File: config.mk
export PLATFORM = sky130hd
export DESIGN_NAME = digital_pad_serial_responder_flat
export DESIGN_NICKNAME = d
export VERILOG_FILES = /design/src/design/dpsr_pkg.sv /design/src/design/dpsr_if.sv /design/src/design/digital_pad_serial_responder.sv /design/src/flat_wrapper.sv
export VERILOG_INCLUDE_DIRS = /design/src /design/src/design
export SDC_FILE = /design/constraint.sdc
export NUM_CORES = 1
export LEC_CHECK = 0
export BUFFER_PORTS_ARGS = -buffer_cell sky130_fd_sc_hd__buf_2
export CAP_MARGIN = 30
export CORE_ASPECT_RATIO = 1.1
export CORE_UTILIZATION = 30
export CTS_CLUSTER_SIZE = 40
export DETAILED_ROUTE_END_ITERATION = 16
export GPL_TIMING_DRIVEN = 1
export HOLD_SLACK_MARGIN = 0.03
export MAX_ROUTING_LAYER = met4
export SKIP_LAST_GASP = 1
export SYNTH_ARGS = -nofsm -noshare
export SYNTH_HDL_FRONTEND = slang
export SYNTH_SLANG_ARGS = --single-unit
File: constraint.sdc
create_clock -name clk -period 7.5 [get_ports clk]
set_input_delay 1.125 -clock clk [delete_from_list [all_inputs] [get_ports clk]]
set_output_delay 1.125 -clock clk [all_outputs]
set_load 0.01 [all_outputs]
File: src/design/digital_pad_serial_responder_assert.svh
// Assertion macros used by the pad responder RTL.
`ifndef DIGITAL_PAD_SERIAL_RESPONDER_ASSERT_SVH
`define DIGITAL_PAD_SERIAL_RESPONDER_ASSERT_SVH

// Same-cycle implication, checked on clk, muted during reset.
`define DPSR_ASSERT_SAME(lbl, ante, cons, msg) \
  lbl: assert property (@(posedge clk) disable iff (!rst_n) (ante) |-> (cons)) \
    else $error(msg);

// Next-cycle implication, checked on clk, muted during reset.
`define DPSR_ASSERT_NEXT(lbl, ante, cons, msg) \
  lbl: assert property (@(posedge clk) disable iff (!rst_n) (ante) |=> (cons)) \
    else $error(msg);

`endif

File: src/design/dpsr_pkg.sv
// Types and constants for the digital pad serial responder.
package dpsr_pkg;

  // Item kinds carried in the action field
  typedef enum logic [1:0] {
    ACT_LATCH    = 2'd0,
    ACT_SELECT   = 2'd1,
    ACT_EXCHANGE = 2'd2
  } action_t;

  // Exchange sequence position
  typedef enum logic [2:0] {
    PH_WAIT_START = 3'd0,
    PH_WAIT_READ  = 3'd1,
    PH_BTN_LO     = 3'd2,
    PH_BTN_HI     = 3'd3,
    PH_DONE       = 3'd4
  } phase_t;

  localparam logic [7:0]  CMD_START    = 8'h01;
  localparam logic [7:0]  CMD_READ     = 8'h42;
  localparam logic [7:0]  ANS_ID       = 8'h41;
  localparam logic [7:0]  ANS_READY    = 8'h5a;
  localparam logic [7:0]  TX_IDLE      = 8'hff;
  localparam logic [15:0] ALL_RELEASED = 16'hffff;
  // Bits 1 and 2 are never reported as pressed
  localparam logic [15:0] BTN_MASK     = 16'hfff9;
  localparam logic [2:0]  LAST_BIT     = 3'd7;

endpackage

File: src/design/dpsr_if.sv
// Valid/ready channel interfaces for the pad responder input and result beats.
interface dpsr_in_if;
  logic        valid;
  logic        ready;
  logic [1:0]  action;
  logic [15:0] buttons_pressed;
  logic        select_level;
  logic        data_in;

  modport source (output valid, action, buttons_pressed, select_level, data_in,
                  input ready);
  modport sink   (input valid, action, buttons_pressed, select_level, data_in,
                  output ready);
endinterface

interface dpsr_out_if;
  logic valid;
  logic ready;
  logic tx_bit;
  logic ack_pulse;

  modport source (output valid, tx_bit, ack_pulse, input ready);
  modport sink   (input valid, tx_bit, ack_pulse, output ready);
endinterface

File: src/design/digital_pad_serial_responder.sv
// Digital pad serial responder: device side of the pad exchange protocol.
//
// One beat in, one beat out: an item accepted at a clock edge
// updates the protocol state and loads the result register at that same edge,
// so the block takes a new beat every cycle while the result register drains
// (in_ch.ready is low only while a result waits and out_ch.ready is low). A latch
// beat stores the button word active low with bits 1 and 2 forced released; a
// select beat sets the select line, a rising edge restarting the exchange; an
// exchange beat trades one bit, LSB first, and answers 0x01 with 0x41, then
// 0x42 with 0x5A, then sends the low and high button bytes, flagging
// ack_pulse on every answered byte. Idle or deselected, tx_bit reads 1.
module digital_pad_serial_responder (
  input  logic clk,
  input  logic rst_n,
  dpsr_in_if.sink    in_ch,
  dpsr_out_if.source out_ch
);
  import dpsr_pkg::*;

  `include "digital_pad_serial_responder_assert.svh"

  // Protocol state
  logic        selected_r,    selected_nxt;
  logic [2:0]  bit_index_r,   bit_index_nxt;
  phase_t      phase_r,       phase_nxt;
  logic [7:0]  rx_byte_r,     rx_byte_nxt;
  logic [7:0]  tx_byte_r,     tx_byte_nxt;
  logic [15:0] button_word_r, button_word_nxt;

  // Result register
  logic out_valid_r;
  logic tx_bit_r,  tx_bit_nxt;
  logic ack_r,     ack_nxt;

  logic       in_fire;
  logic       do_exchange;
  logic       byte_done;
  logic [7:0] bit_mask;
  logic [7:0] rx_full;

  assign in_ch.ready = !out_valid_r || out_ch.ready;
  assign in_fire     = in_ch.valid && in_ch.ready;

  assign do_exchange = (in_ch.action == ACT_EXCHANGE) && selected_r;
  assign bit_mask    = 8'b1 << bit_index_r;
  assign rx_full     = (rx_byte_r & ~bit_mask) | ({7'd0, in_ch.data_in} << bit_index_r);
  assign byte_done   = do_exchange && (bit_index_r == LAST_BIT);

  // Next phase: restart on a select rising edge, advance on an answered byte
  always_comb begin
    phase_nxt = phase_r;
    if (in_ch.action == ACT_SELECT && !selected_r && in_ch.select_level) begin
      phase_nxt = PH_WAIT_START;
    end else if (byte_done) begin
      case (phase_r)
        PH_WAIT_START: if (rx_full == CMD_START) phase_nxt = PH_WAIT_READ;
        PH_WAIT_READ:  if (rx_full == CMD_READ)  phase_nxt = PH_BTN_LO;
        PH_BTN_LO:     phase_nxt = PH_BTN_HI;
        PH_BTN_HI:     phase_nxt = PH_DONE;
        default:       phase_nxt = phase_r;
      endcase
    end
  end

  // Datapath and result for the beat on offer
  always_comb begin
    selected_nxt    = selected_r;
    bit_index_nxt   = bit_index_r;
    rx_byte_nxt     = rx_byte_r;
    tx_byte_nxt     = tx_byte_r;
    button_word_nxt = button_word_r;
    tx_bit_nxt      = 1'b1;
    ack_nxt         = 1'b0;
    case (in_ch.action)
      ACT_LATCH: begin
        button_word_nxt = (in_ch.buttons_pressed & BTN_MASK) ^ ALL_RELEASED;
      end
      ACT_SELECT: begin
        if (!selected_r && in_ch.select_level) begin
          bit_index_nxt = '0;
          rx_byte_nxt   = '0;
          tx_byte_nxt   = TX_IDLE;
        end
        selected_nxt = in_ch.select_level;
      end
      ACT_EXCHANGE: begin
        if (selected_r) begin
          tx_bit_nxt    = tx_byte_r[bit_index_r];
          tx_byte_nxt   = tx_byte_r | bit_mask;
          rx_byte_nxt   = rx_full;
          bit_index_nxt = bit_index_r + 3'd1;
          if (bit_index_r == LAST_BIT) begin
            case (phase_r)
              PH_WAIT_START: begin
                if (rx_full == CMD_START) begin
                  ack_nxt     = 1'b1;
                  tx_byte_nxt = ANS_ID;
                end
              end
              PH_WAIT_READ: begin
                if (rx_full == CMD_READ) begin
                  ack_nxt     = 1'b1;
                  tx_byte_nxt = ANS_READY;
                end
              end
              PH_BTN_LO: begin
                ack_nxt     = 1'b1;
                tx_byte_nxt = button_word_r[7:0];
              end
              PH_BTN_HI: begin
                ack_nxt     = 1'b1;
                tx_byte_nxt = button_word_r[15:8];
              end
              default: ack_nxt = 1'b0;
            endcase
          end
        end
      end
      default: tx_bit_nxt = 1'b1;
    endcase
  end

  // State update on an accepted beat
  always_ff @(posedge clk) begin
    if (!rst_n) begin
      selected_r    <= 1'b0;
      bit_index_r   <= '0;
      phase_r       <= PH_WAIT_START;
      rx_byte_r     <= '0;
      tx_byte_r     <= TX_IDLE;
      button_word_r <= ALL_RELEASED;
    end else if (in_fire) begin
      selected_r    <= selected_nxt;
      bit_index_r   <= bit_index_nxt;
      phase_r       <= phase_nxt;
      rx_byte_r     <= rx_byte_nxt;
      tx_byte_r     <= tx_byte_nxt;
      button_word_r <= button_word_nxt;
    end
  end

  // Result register
  always_ff @(posedge clk) begin
    if (!rst_n) begin
      out_valid_r <= 1'b0;
    end else if (in_fire) begin
      out_valid_r <= 1'b1;
    end else if (out_ch.ready) begin
      out_valid_r <= 1'b0;
    end
  end

  always_ff @(posedge clk) begin
    if (in_fire) begin
      tx_bit_r <= tx_bit_nxt;
      ack_r    <= ack_nxt;
    end
  end

  assign out_ch.valid     = out_valid_r;
  assign out_ch.tx_bit    = tx_bit_r;
  assign out_ch.ack_pulse = ack_r;

  // Checks
  `DPSR_ASSERT_NEXT(a_fire_loads_result, in_fire, out_valid_r,
    "accepted beat did not load a result")
  `DPSR_ASSERT_NEXT(a_deselected_idle,
    in_fire && !selected_r && (in_ch.action == ACT_EXCHANGE),
    tx_bit_r && !ack_r, "deselected exchange drove the line")
  `DPSR_ASSERT_SAME(a_ack_on_byte_edge, out_valid_r && ack_r, bit_index_r == 3'd0,
    "acknowledge not on a byte boundary")
  `DPSR_ASSERT_NEXT(a_ack_advances, in_fire && ack_nxt, phase_r != $past(phase_r),
    "answered byte did not advance the phase")

endmodule

File: src/flat_wrapper.sv
// flat-port wrapper written by rule: the top's interface ports become plain ports
module digital_pad_serial_responder_flat import dpsr_pkg::*;
  (clk, rst_n, in_ch_valid, in_ch_action, in_ch_buttons_pressed, in_ch_select_level, in_ch_data_in, in_ch_ready, out_ch_valid, out_ch_tx_bit, out_ch_ack_pulse, out_ch_ready);
  dpsr_in_if in_ch_i ();
  dpsr_out_if out_ch_i ();
  input  logic clk;
  input  logic rst_n;
  input wire logic [$bits(in_ch_i.valid)-1:0] in_ch_valid;
  input wire logic [$bits(in_ch_i.action)-1:0] in_ch_action;
  input wire logic [$bits(in_ch_i.buttons_pressed)-1:0] in_ch_buttons_pressed;
  input wire logic [$bits(in_ch_i.select_level)-1:0] in_ch_select_level;
  input wire logic [$bits(in_ch_i.data_in)-1:0] in_ch_data_in;
  output wire logic [$bits(in_ch_i.ready)-1:0] in_ch_ready;
  output wire logic [$bits(out_ch_i.valid)-1:0] out_ch_valid;
  output wire logic [$bits(out_ch_i.tx_bit)-1:0] out_ch_tx_bit;
  output wire logic [$bits(out_ch_i.ack_pulse)-1:0] out_ch_ack_pulse;
  input wire logic [$bits(out_ch_i.ready)-1:0] out_ch_ready;
  assign in_ch_i.valid = in_ch_valid;
  assign in_ch_i.action = in_ch_action;
  assign in_ch_i.buttons_pressed = in_ch_buttons_pressed;
  assign in_ch_i.select_level = in_ch_select_level;
  assign in_ch_i.data_in = in_ch_data_in;
  assign in_ch_ready = in_ch_i.ready;
  assign out_ch_valid = out_ch_i.valid;
  assign out_ch_tx_bit = out_ch_i.tx_bit;
  assign out_ch_ack_pulse = out_ch_i.ack_pulse;
  assign out_ch_i.ready = out_ch_ready;
  digital_pad_serial_responder u_core (.clk(clk), .rst_n(rst_n), .in_ch(in_ch_i), .out_ch(out_ch_i));
endmodule
==> Yosys cells after proc, flatten, opt, wreduce, memory -nomap -nowiden <==
Index checks and enable logic that the tools add are counted.
{ "totals": {"rom_bits": 0, "ram_bits": 0, "memories": 0, "latchBits": 0, "reg_bits": 42} }
{ "classes": {"n_div": 0, "shift": 2, "order_cmp": 1, "mux": 25, "reduce_logical": 22, "n_bitwise": 5, "n_addsub": 1, "multipliers": 0, "n_eq_ne": 12} }
{ "op_table": {"columns": ["op", "n"], "rows": [
  ["two-way mux 8 bit", 7],
  ["one-hot mux 8 bit (2 select lines)", 2],
  ["one-hot mux 8 bit (4 select lines)", 1],
  ["two-way mux 3 bit", 6],
  ["inverter 16 bit", 1],
  ["OR 8 bit", 2],
  ["one-hot mux 3 bit (4 select lines)", 1],
  ["AND 8 bit", 1],
  ["== test 8 x 1 -> 1 bit, second input constant", 1],
  ["== test 8 x 7 -> 1 bit, second input constant", 1],
  ["inverter 8 bit", 1],
  ["<< shifter 1 x 3 -> 8 bit", 1],
  ["<< shifter 1 x 3 -> 8 bit, first input constant", 1],
  ["== test 3 x 2 -> 1 bit, second input constant", 2],
  ["logical AND 1 bit", 6],
  ["!= test 3 x 1 -> 1 bit, second input constant", 2],
  ["one-hot mux 3 bit (2 select lines)", 1],
  ["AND reduction 2 bit", 3],
  ["nonzero test 2 bit", 3],
  ["two-way mux 1 bit", 5],
  ["AND reduction 5 bit", 1],
  ["nonzero test 5 bit", 1],
  ["less-than comparator 3 x 4 -> 1 bit, second input constant", 1],
  ["AND reduction 4 bit", 1],
  ["other kinds (15)", 16]
]} }

==> Logic depth before layout (Yosys ltp) <==
Gate-level depths: netlist (run 1).
{ "logic_depth": {"depth_word": 10, "mapped_depth": 9, "depth_no_buf": 8} }

==> Worst setup path after synthesis (run 1) <==
OpenSTA, ideal clock, no wires.
{ "synth_path": {"path_kind": "input -> register", "startpoint": "in in_ch_data_in", "endpoint": "reg u_core.phase_r[1]", "n_path_buf": 0, "path_stages": 6, "arrival_time_ns": 2.898, "t_required_ns": 7.404, "setup_ns": 0.096, "slack_ns": 4.506, "cell_sequence": "nor2b_1 a32o_1 or4b_4 o41ai_4 nand3_2 o41ai_2"} }
{ "synth_via": {"elab_chain_cells": 5, "elab_cells_between_ends": 7, "cone_classes": "eq/ne (4); shift (1); bitwise (1); reduce/logical (1)"} }
{ "synth_lines": {"columns": ["item", "line", "rtl"], "rows": [
  ["start, declared", "flat_wrapper.sv:12", "input wire logic [$bits(in_ch_i.data_in)-1:0] in_ch_data_in;"],
  ["<< shifter 1 x 3 -> 8 bit (*)", "digital_pad_serial_responder.sv:46", "assign rx_full = (rx_byte_r & ~bit_mask) | ({7'd0, in_ch.data_in} << bit_index_r);"],
  ["OR 8 bit (*)", "digital_pad_serial_responder.sv:46", null],
  ["== test 8 x 7 -> 1 bit or == test 8 x 1 -> 1 bit (tied branches)", "digital_pad_serial_responder.sv:57, digital_pad_serial_responder.sv:56", null],
  ["!= test 3 x 1 -> 1 bit (no line)", null, null],
  ["AND reduction 5 bit (no line) (*)", null, null],
  ["end signal, assigned", "digital_pad_serial_responder.sv:135", "phase_r <= phase_nxt;"],
  ["end, declared", "digital_pad_serial_responder.sv:25", "phase_t phase_r, phase_nxt;"]
]} }
Every way passes the cells marked *; elsewhere a longest branch is shown, timed or not.
A chain may end at the register's enable or synchronous reset.

==> Worst setup path after layout (run 1) <==
{ "layout_path": {"startpoint": "reg u_core.bit_index_r[0]", "endpoint": "reg u_core.phase_r[1]"} }
{ "layout_via": {"elab_chain_cells": 7, "elab_cells_between_ends": 13, "cone_classes": "eq/ne (5); shift (2); bitwise (3); reduce/logical (3)"} }
{ "layout_lines": {"columns": ["item", "line", "rtl"], "rows": [
  ["start, declared", "digital_pad_serial_responder.sv:24", "logic [2:0] bit_index_r, bit_index_nxt;"],
  ["start signal, assigned", "digital_pad_serial_responder.sv:134", "bit_index_r <= bit_index_nxt;"],
  ["<< shifter 1 x 3 -> 8 bit", "digital_pad_serial_responder.sv:45", "assign bit_mask = 8'b1 << bit_index_r;"],
  ["inverter 8 bit", "digital_pad_serial_responder.sv:46", null],
  ["AND 8 bit", "digital_pad_serial_responder.sv:46", null],
  ["OR 8 bit", "digital_pad_serial_responder.sv:46", null],
  ["== test 8 x 7 -> 1 bit or == test 8 x 1 -> 1 bit (tied branches)", "digital_pad_serial_responder.sv:57, digital_pad_serial_responder.sv:56", null],
  ["!= test 3 x 1 -> 1 bit (no line)", null, null],
  ["AND reduction 5 bit (no line) (*)", null, null]
]} }
Marked as above.

==> out/results.ini, run 1 <==
[clock_tree]
post_cts_buffers=0
cts.sink_count=40
cts_inserted_buffers=5
cts_max_level=2
cts.clk_slew.worst_paths_ps=80
insertion_delay_ps=290
cts_tree=done
clockBufferDepth=2
ctsRootBufferMaster=clkbuf_8
holdBufCountCts=0
cts-resized-gates=0

[yosys]
ys_warn_count=0
ys_types=60
synthFlopType=dfxtp_1
synth_cells=249
ys_ff_latch=40
synthesis.area_sq_mm=0.00221
synth_edf_count=2
synth.avg_cell_area_sq_um=8.89
synth_nets=279
ys_seq_area_share_pct=37.1
async_reset_ff_share_pct=0

[die]
initial_utilization_pct=31.2
core_area_sq_mm=0.00709
die_w_um=83.9
die_y_um=92.1
die_area_sq_mm=0.00773
row_count=32
io-pin-count=28

[drt]
via_count=1852
drt_first_pass_iters=10
drt-vias-per-instance=5.23
drt-wirelength-per-cell_um=14.5
drc=2
drtIter0Drc=99
wirelength_mm=5.13
ant_nets=0

[cells_and_area]
area_growth_syn_to_layout_pct=10.9
nets=298
antenna_cells=0
utilization_pct=34.7
drive_above_1_share_pct=19.3

[pwr]
seqPwrFrac_pct=55.3
ir_drop_mv=0.128
power.switching_mw=0.0952
intPower_mw=0.305
combPwrFrac_pct=7.5
p_clk_share_pct=37.2
p_leak_nw=0.969
power.share.switching_pct=23.8
p_per_area_mw_per_mm2=163

[global_route]
grt_overflow_total=0
antenna_found_initial=0
track_usage_pct=14.8
grt_max_degree=37
grt_pass1_vias=1784
grt_pass1_wl_mm=8.76

[timing]
setup_viol=0
fin_ws_ps=4370
fin_setup_tns_ps=0
final-hold-violation-count=0
tightestPinTransition_ps=817
period_share_pct=41.7
fin_skew_ps=5.40
min_period_ps=3130
slew_viol_final=0
slew_headroom_pct=45.6
rsz0062_at_grt=false
fmax_mhz=320

[critical_path]
crit_path_top_delay_cell=dfxtp_1
r2r_slack_ps=4370
cp_slowest_stage_delay_ps=630
timing.rr.start=u_core.bit_index_r[0]$_SDFFE_PN0P_
path_max_fanout=12
worst_setup_path_start_kind=flip-flop
worst-endpoint-required_ps=7700
path_class=flip-flop to flip-flop
reg2reg_depth=7
crit_path_cell_trace=ha_1 > ha_1 > o221ai_1 > or4b_4 > o41ai_4 > nand3_2 > o41ai_2
r2r-end=u_core.phase_r[1]$_SDFFE_PN0P_
crit_arrival_ps=3320
endpoint_kind=flip-flop
cp_common_cell=ha_1

[placement]
io_buffers=25
place_ws_ps=4120
dpl.hpwl_mm=3.74
place_congestion=0.852

[hold_path]
hp-start=u_core.button_word_r[6]$_SDFFE_PN1P_
holdPathStages=2
hp-class=flip-flop to flip-flop
whs_endpoint=u_core.button_word_r[6]$_SDFFE_PN1P_

[outcome]
violations=DRC
outcome=finished, violations left

[job]
maxCapViolCount=0

[Yosys cell counts, drive strengths merged (3+ instances only)]
| library cell | instances | share of area (%) |
|---|---|---|
| a21boi | 3 | 1.0 |
| nand2b | 6 | 1.8 |
| a32oi | 5 | 2.0 |
| a22oi | 5 | 1.7 |
| nand3 | 5 | 1.4 |
| nor3b | 5 | 1.9 |
| nor2 | 15 | 2.5 |
| ha | 6 | 3.4 |
| a21oi | 13 | 2.9 |
| o21ai | 7 | 1.6 |
| inv | 11 | 1.9 |
| o211ai | 15 | 5.1 |
| mux2i | 3 | 1.4 |
| nand2 | 36 | 6.4 |
| mux2 | 4 | 2.0 |
| clkbuf | 7 | 1.4 |
| o21a | 3 | 1.0 |
| nand4 | 4 | 1.1 |
| buf | 7 | 2.7 |
| dfxtp | 38 | 34 |
| nor2b | 12 | 3.4 |
[power groups by stage]
| stage | Combinational, mW | Clock [mW] | Sequential [mW] |
|---|---|---|---|
| 2_1_floorplan | 0.0197 | 0 | 0.226 |
| 3_5_place_dp | 0.0304 | 0 | 0.226 |
| 4_1_cts | 0.0305 | 0.155 | 0.221 |
| 5_1_grt | 0.0341 | 0.165 | 0.222 |
| 6_report | 0.0301 | 0.149 | 0.221 |
| 3_3_place_gp | 0.0300 | 0 | 0.226 |
[logic make-up (layout without fill, tap and decap cells)]
family	after synthesis	in the layout	share of synthesized area, %
adders and majority gates	6	6	3.39
buffers and inverters	25	45	5.93
AOI/OAI and AO/OA	71	71	24.2
muxes	9	9	5.42
and+or+nand+nor	97	97	23.6
DFF	40	40	37.1
xor gates and xnor gates	1	1	0.396
[through the flow]
| stage | power (mW) | hold slack, ps | instance area, sq um | instances |
|---|---|---|---|---|
| 6_report | 0.400 | 483 | 2460 | 354 |
| 5_1_grt | 0.421 | 508 | 2460 | 354 |
| 4_1_cts | 0.407 | 488 | 2460 | 354 |
| 3_5_place_dp | 0.257 | 468 | 2360 | 346 |
| 3_3_place_gp | 0.256 | 462 | 2360 | 346 |
| 2_1_floorplan | 0.245 | 436 | 2210 | 249 |
[worst max-delay path: cells and delay by family, from the launching register on]
kind,cells,cell delay (ps)
AO/OA/AOI/OAI,3,1040
adder cells (fa/ha/maj),2,570
flip-flops,1,630
AND/OR/NAND/NOR,2,790
[cell type report]
cell class              instances  area [sq um]
fillers                       749          4630
flip-flops and latches         40           821
inverters                      11          41.3
well taps                      85           106
multi-input cells             184          1260
clock inverters                 2          10.0
clock buffers                   6          82.6
repair buffers                 26           133
[sequential cells by signal, indices dropped and copies added, names as in the netlist]
name,flops
u_core.button_word_r,14
u_core.selected_r,1
u_core.bit_index_r,3
u_core.tx_byte_r,8
u_core.out_ch.ack_pulse,1
u_core.out_ch.tx_bit,1
u_core.phase_r,3
u_core.rx_byte_r,8
u_core.out_ch.valid,1
[layout by cell type, fill, tap and decap left out, drive strengths merged, types with 6 or more instances in the layout]
cell and instances:
dfxtp 38, nand2 36, buf 26, o211ai 15, nor2 15, a21oi 13, nor2b 12, inv 11
o21ai 7, ha 6, clkbuf 6, nand2b 6
[metal layers]
metal	global-route usage (%)	vias to the layer above	part of all wire, %
met5	-	-	0
met4	5.75	0	1.9
met3	2.97	9	2.5
met2	23.2	27	45
met1	18.8	858	50
li1	-	958	-
[worst max path at each step]
stage                                             startpoint                             end  slack [ps]  depth (start not counted)
after floorplan                                in_ch_data_in  u_core.phase_r[1]$_SDFFE_PN0P_        4510                          6
after global placement                         in_ch_data_in  u_core.phase_r[1]$_SDFFE_PN0P_        4140                          7
after detailed placement                       in_ch_data_in  u_core.phase_r[1]$_SDFFE_PN0P_        4120                          7
after CTS                 u_core.bit_index_r[0]$_SDFFE_PN0P_  u_core.phase_r[1]$_SDFFE_PN0P_        4400                          7
after global routing      u_core.bit_index_r[0]$_SDFFE_PN0P_  u_core.phase_r[1]$_SDFFE_PN0P_        4230                          7
final                     u_core.bit_index_r[0]$_SDFFE_PN0P_  u_core.phase_r[1]$_SDFFE_PN0P_        4370                          7
No activity file was read; power rests on OpenSTA's default activity.
==> run 2: changes to the inputs <==
--- a/config.mk
+++ b/config.mk
@@ -6,6 +6,7 @@
 export SDC_FILE = /design/constraint.sdc
 export NUM_CORES = 1
 export LEC_CHECK = 0
+export ABC_AREA = 1
 export BUFFER_PORTS_ARGS = -buffer_cell sky130_fd_sc_hd__buf_2
 export CAP_MARGIN = 30
 export CORE_ASPECT_RATIO = 1.1
==> constraint.sdc (replaced) <==
create_clock -name clk -period 2.9 [get_ports clk]
set_input_delay 0.435 -clock clk [delete_from_list [all_inputs] [get_ports clk]]
set_output_delay 0.435 -clock clk [all_outputs]
set_load 0.01 [all_outputs]
==> run 2 against run 1 <==
First-iteration DRC count increased by 25%. Clock skew increased by 2.0 ps. The flow now finishes without violations. Largest cell class unchanged. Non-clock buffer count increased by 2. Via count increased by 12%. Synthesized cell count increased by 24%. Synthesized area decreased by 0.68%. Cell count increased by 19%. Fmax increased by 37%. Sequential share of layout area decreased by 0.70 points.
==> out/results.ini, run 2 <==
[outcome]
outcome=finished, final reports clean

[yosys]
synth.top_cell.area_share_pct=34.6  ; +0.23 points
ys_seq_area_share_pct=37.3  ; +0.25 points
ys_ff_latch=40  ; unchanged
async_reset_ff_share_pct=0  ; unchanged
synth.avg_cell_area_sq_um=7.14  ; -20%
synth_edf_count=2  ; unchanged
ys_types=35  ; -42%
synth_common_cells=52 x nand2_1, 42 x a21oi_1, 38 x dfxtp_1
synth_area_leader_cell=dfxtp_1
synth_cells=308  ; +24%
synthFlopType=dfxtp_1
synthesis.area_sq_mm=0.00220  ; -0.68%
ys_top_cells_by_area=dfxtp_1 35%, a21oi_1 9.6%, nand2_1 8.9%, nor2_1 5.8%, o21ai_0 5.7%
synth.most_common_cell=nand2_1
ys_warn_count=0  ; unchanged
synth_nets=338  ; +21%

[drt]
drt_first_pass_iters=4  ; -6
drtIter0Drc=124  ; +25%
route.met3.wl_um=193  ; +50%
wirelength_mm=5.20  ; +1.4%
drt-wirelength-per-cell_um=12.4  ; -15%
top_layer=met4
drt-vias-per-instance=4.92  ; -6.0%
via_count=2066  ; +12%
ant_nets=0  ; unchanged
drc=0  ; -2
wl_met1_mm=2.48  ; -3.6%
wl_met2_mm=2.42  ; +4.0%

[die]
row_count=32  ; unchanged
die_w_um=83.6  ; -0.33%
die_area_sq_mm=0.00768  ; -0.66%
io-pin-count=28  ; unchanged
die_y_um=91.8  ; -0.33%
core_area_sq_mm=0.00705  ; -0.56%
initial_utilization_pct=31.2  ; -0.036 points

[placement]
dp_cells=412  ; +19%
dpl.hpwl_mm=3.92  ; +4.8%
postPlaceCellArea_sq_mm=0.00241  ; +1.9%
place_ws_ps=662  ; -3460 ps
io_buffers=25  ; unchanged
place_congestion=0.838  ; -1.6%

[clock_tree]
holdBufCountCts=0  ; unchanged
cts.clk_slew.worst_paths_ps=80  ; about the same
clockBufferDepth=2  ; unchanged
cts_tree=done
cts.sink_count=40  ; unchanged
ctsRootBufferMaster=clkbuf_8
cts_inserted_buffers=5  ; unchanged
post_cts_buffers=0  ; unchanged
cts-resized-gates=0  ; unchanged
insertion_delay_ps=290  ; about the same
cts_max_level=2  ; unchanged

[pwr]
p_leak_nw=1.06  ; +9.0%
p_per_area_mw_per_mm2=445  ; +170%
power_mw=1.12  ; +180%
ir_drop_mv=0.260  ; +100%

[cells_and_area]
utilization_pct=35.6  ; +0.94 points
drive_above_1_share_pct=18.5  ; -0.82 points
design_area_sq_mm=0.00251  ; +2.1%
area_growth_syn_to_layout_pct=14.1
antenna_cells=0  ; unchanged
largest_reg_flops=14  ; unchanged
reg_top3=u_core.button_word_r: 14 flops, u_core.rx_byte_r: 8 flops, u_core.tx_byte_r: 8 flops
mostFrequentLayoutCell=nand2_1
final_cells=420  ; +19%
top_register=u_core.button_word_r
final_cell_mix=52 x nand2_1, 42 x a21oi_1, 38 x dfxtp_1
nets=364  ; +22%

[timing]
rsz0062_at_grt=false
period_share_pct=79.0  ; +37 points
tightestPinTransition_ps=592  ; -225 ps
fin_ws_ps=610  ; -3760 ps
final-hold-violation-count=0  ; unchanged
fmax_mhz=437  ; +37%
whs_ps=327  ; -156 ps
setup_viol=0  ; unchanged
fin_setup_tns_ps=0  ; unchanged
slew_headroom_pct=60.3  ; +15 points
min_period_ps=2290  ; -837 ps
fin_skew_ps=7.43  ; +2.03 ps
slew_viol_final=0  ; unchanged

[critical_path]
worst-endpoint-required_ps=3080  ; -4620 ps
path_max_fanout=15  ; +3
cp_common_cell=nand2_1
reg2reg_depth=12  ; +5
timing.rr.start=u_core.bit_index_r[2]$_SDFFE_PN0P_
endpoint_kind=flip-flop
r2r-end=u_core.tx_byte_r[5]$_SDFFE_PN1P_
crit_arrival_ps=2470  ; -850 ps
r2r_slack_ps=610  ; -3760 ps
critPathLaunch=u_core.bit_index_r[2]$_SDFFE_PN0P_
crit_path_top_delay_cell=dfxtp_1
worst_setup_path_start_kind=flip-flop
path_class=flip-flop to flip-flop
cp_slowest_stage_delay_ps=660  ; +30 ps
crit_path_cell_trace=ha_1 > nor2_1 > nor2_1 > nand2_1 > nor2_1 > nand2_1 > nand2_2 > nand2_1 > o21ai_1 > nand2_1 > o21ai_1 > nand2_1

[job]
maxCapViolCount=0  ; unchanged

[hold_path]
whs_endpoint=u_core.button_word_r[14]$_SDFFE_PN1P_
hp-start=in_ch_buttons_pressed[14]
holdPathStages=2  ; unchanged
hp-class=input port to flip-flop

[global_route]
track_usage_pct=14.9  ; +0.11 points
grt_max_degree=29  ; -22%
grt_pass1_vias=1961  ; +9.9%
grt_overflow_total=0  ; unchanged
antenna_found_initial=0  ; unchanged
grt_pass1_wl_mm=9.06  ; +3.4%

==> run 2: cell count changes in the layout (fill, tap and decap cells not counted), sizes merged, moves of 12 or more <==
cell    change
o211ai     -14
a21oi      +31
o21ai      +25
nor2       +22
inv        +23
nand2      +22
nand3      +14
nor2b      -12
==> run 2: worst max path at each step <==
stage                                  endpoint  cells after the start
2_1_floorplan  u_core.tx_byte_r[5]$_SDFFE_PN1P_                     13
3_3_place_gp   u_core.tx_byte_r[5]$_SDFFE_PN1P_                     12
3_5_place_dp   u_core.tx_byte_r[5]$_SDFFE_PN1P_                     12
4_1_cts        u_core.tx_byte_r[5]$_SDFFE_PN1P_                     12
5_1_grt        u_core.tx_byte_r[5]$_SDFFE_PN1P_                     12
6_report       u_core.tx_byte_r[5]$_SDFFE_PN1P_                     12
==> run 2: cell type report <==
class | instances | area (sq um)
timing repair buffer | 28 | 155
inverter | 36 | 139
multi-input combinational | 223 | 1190
tap | 85 | 106
clock buffer | 8 | 100
sequential | 40 | 821
fill | 777 | 4540
==> run 2: kinds of logic (layout without fill, tap and decap cells) <==
group                    count (synthesis)  in the layout  share of synthesized area (%)
AND/OR/NAND/NOR                        127            127                           27.0
AO/OA/AOI/OAI                           90             90                           23.6
buffers and inverters                   45             72                           8.70
flip-flops                              40             40                           37.3
adder cells (fa/ha/maj)                  6              6                           3.41
==> run 2: metal layers <==
| metal | vias up | global-route usage (%) |
|---|---|---|
| met4 | 0 | 6.07 |
| met1 | 921 | 19.1 |
| li1 | 1090 | - |
| met3 | 10 | 2.25 |
| met5 | - | - |
| met2 | 45 | 23.6 |
==> run 2: critical path, delay by kind of cell (launching register included) <==
kind / cells / cell delay, ps
AOI/OAI and AO/OA: 2 / 200
DFF: 1 / 660
adders and majority gates: 1 / 360
and+or+nand+nor: 9 / 940
==> run 2: where the power goes <==
group,leakage [nW],internal [mW],switching (mW),total (mW)
Combinational,0.678,0.0425,0.0768,0.119
Clock,0.0515,0.217,0.197,0.415
Sequential,0.326,0.570,0.0129,0.583
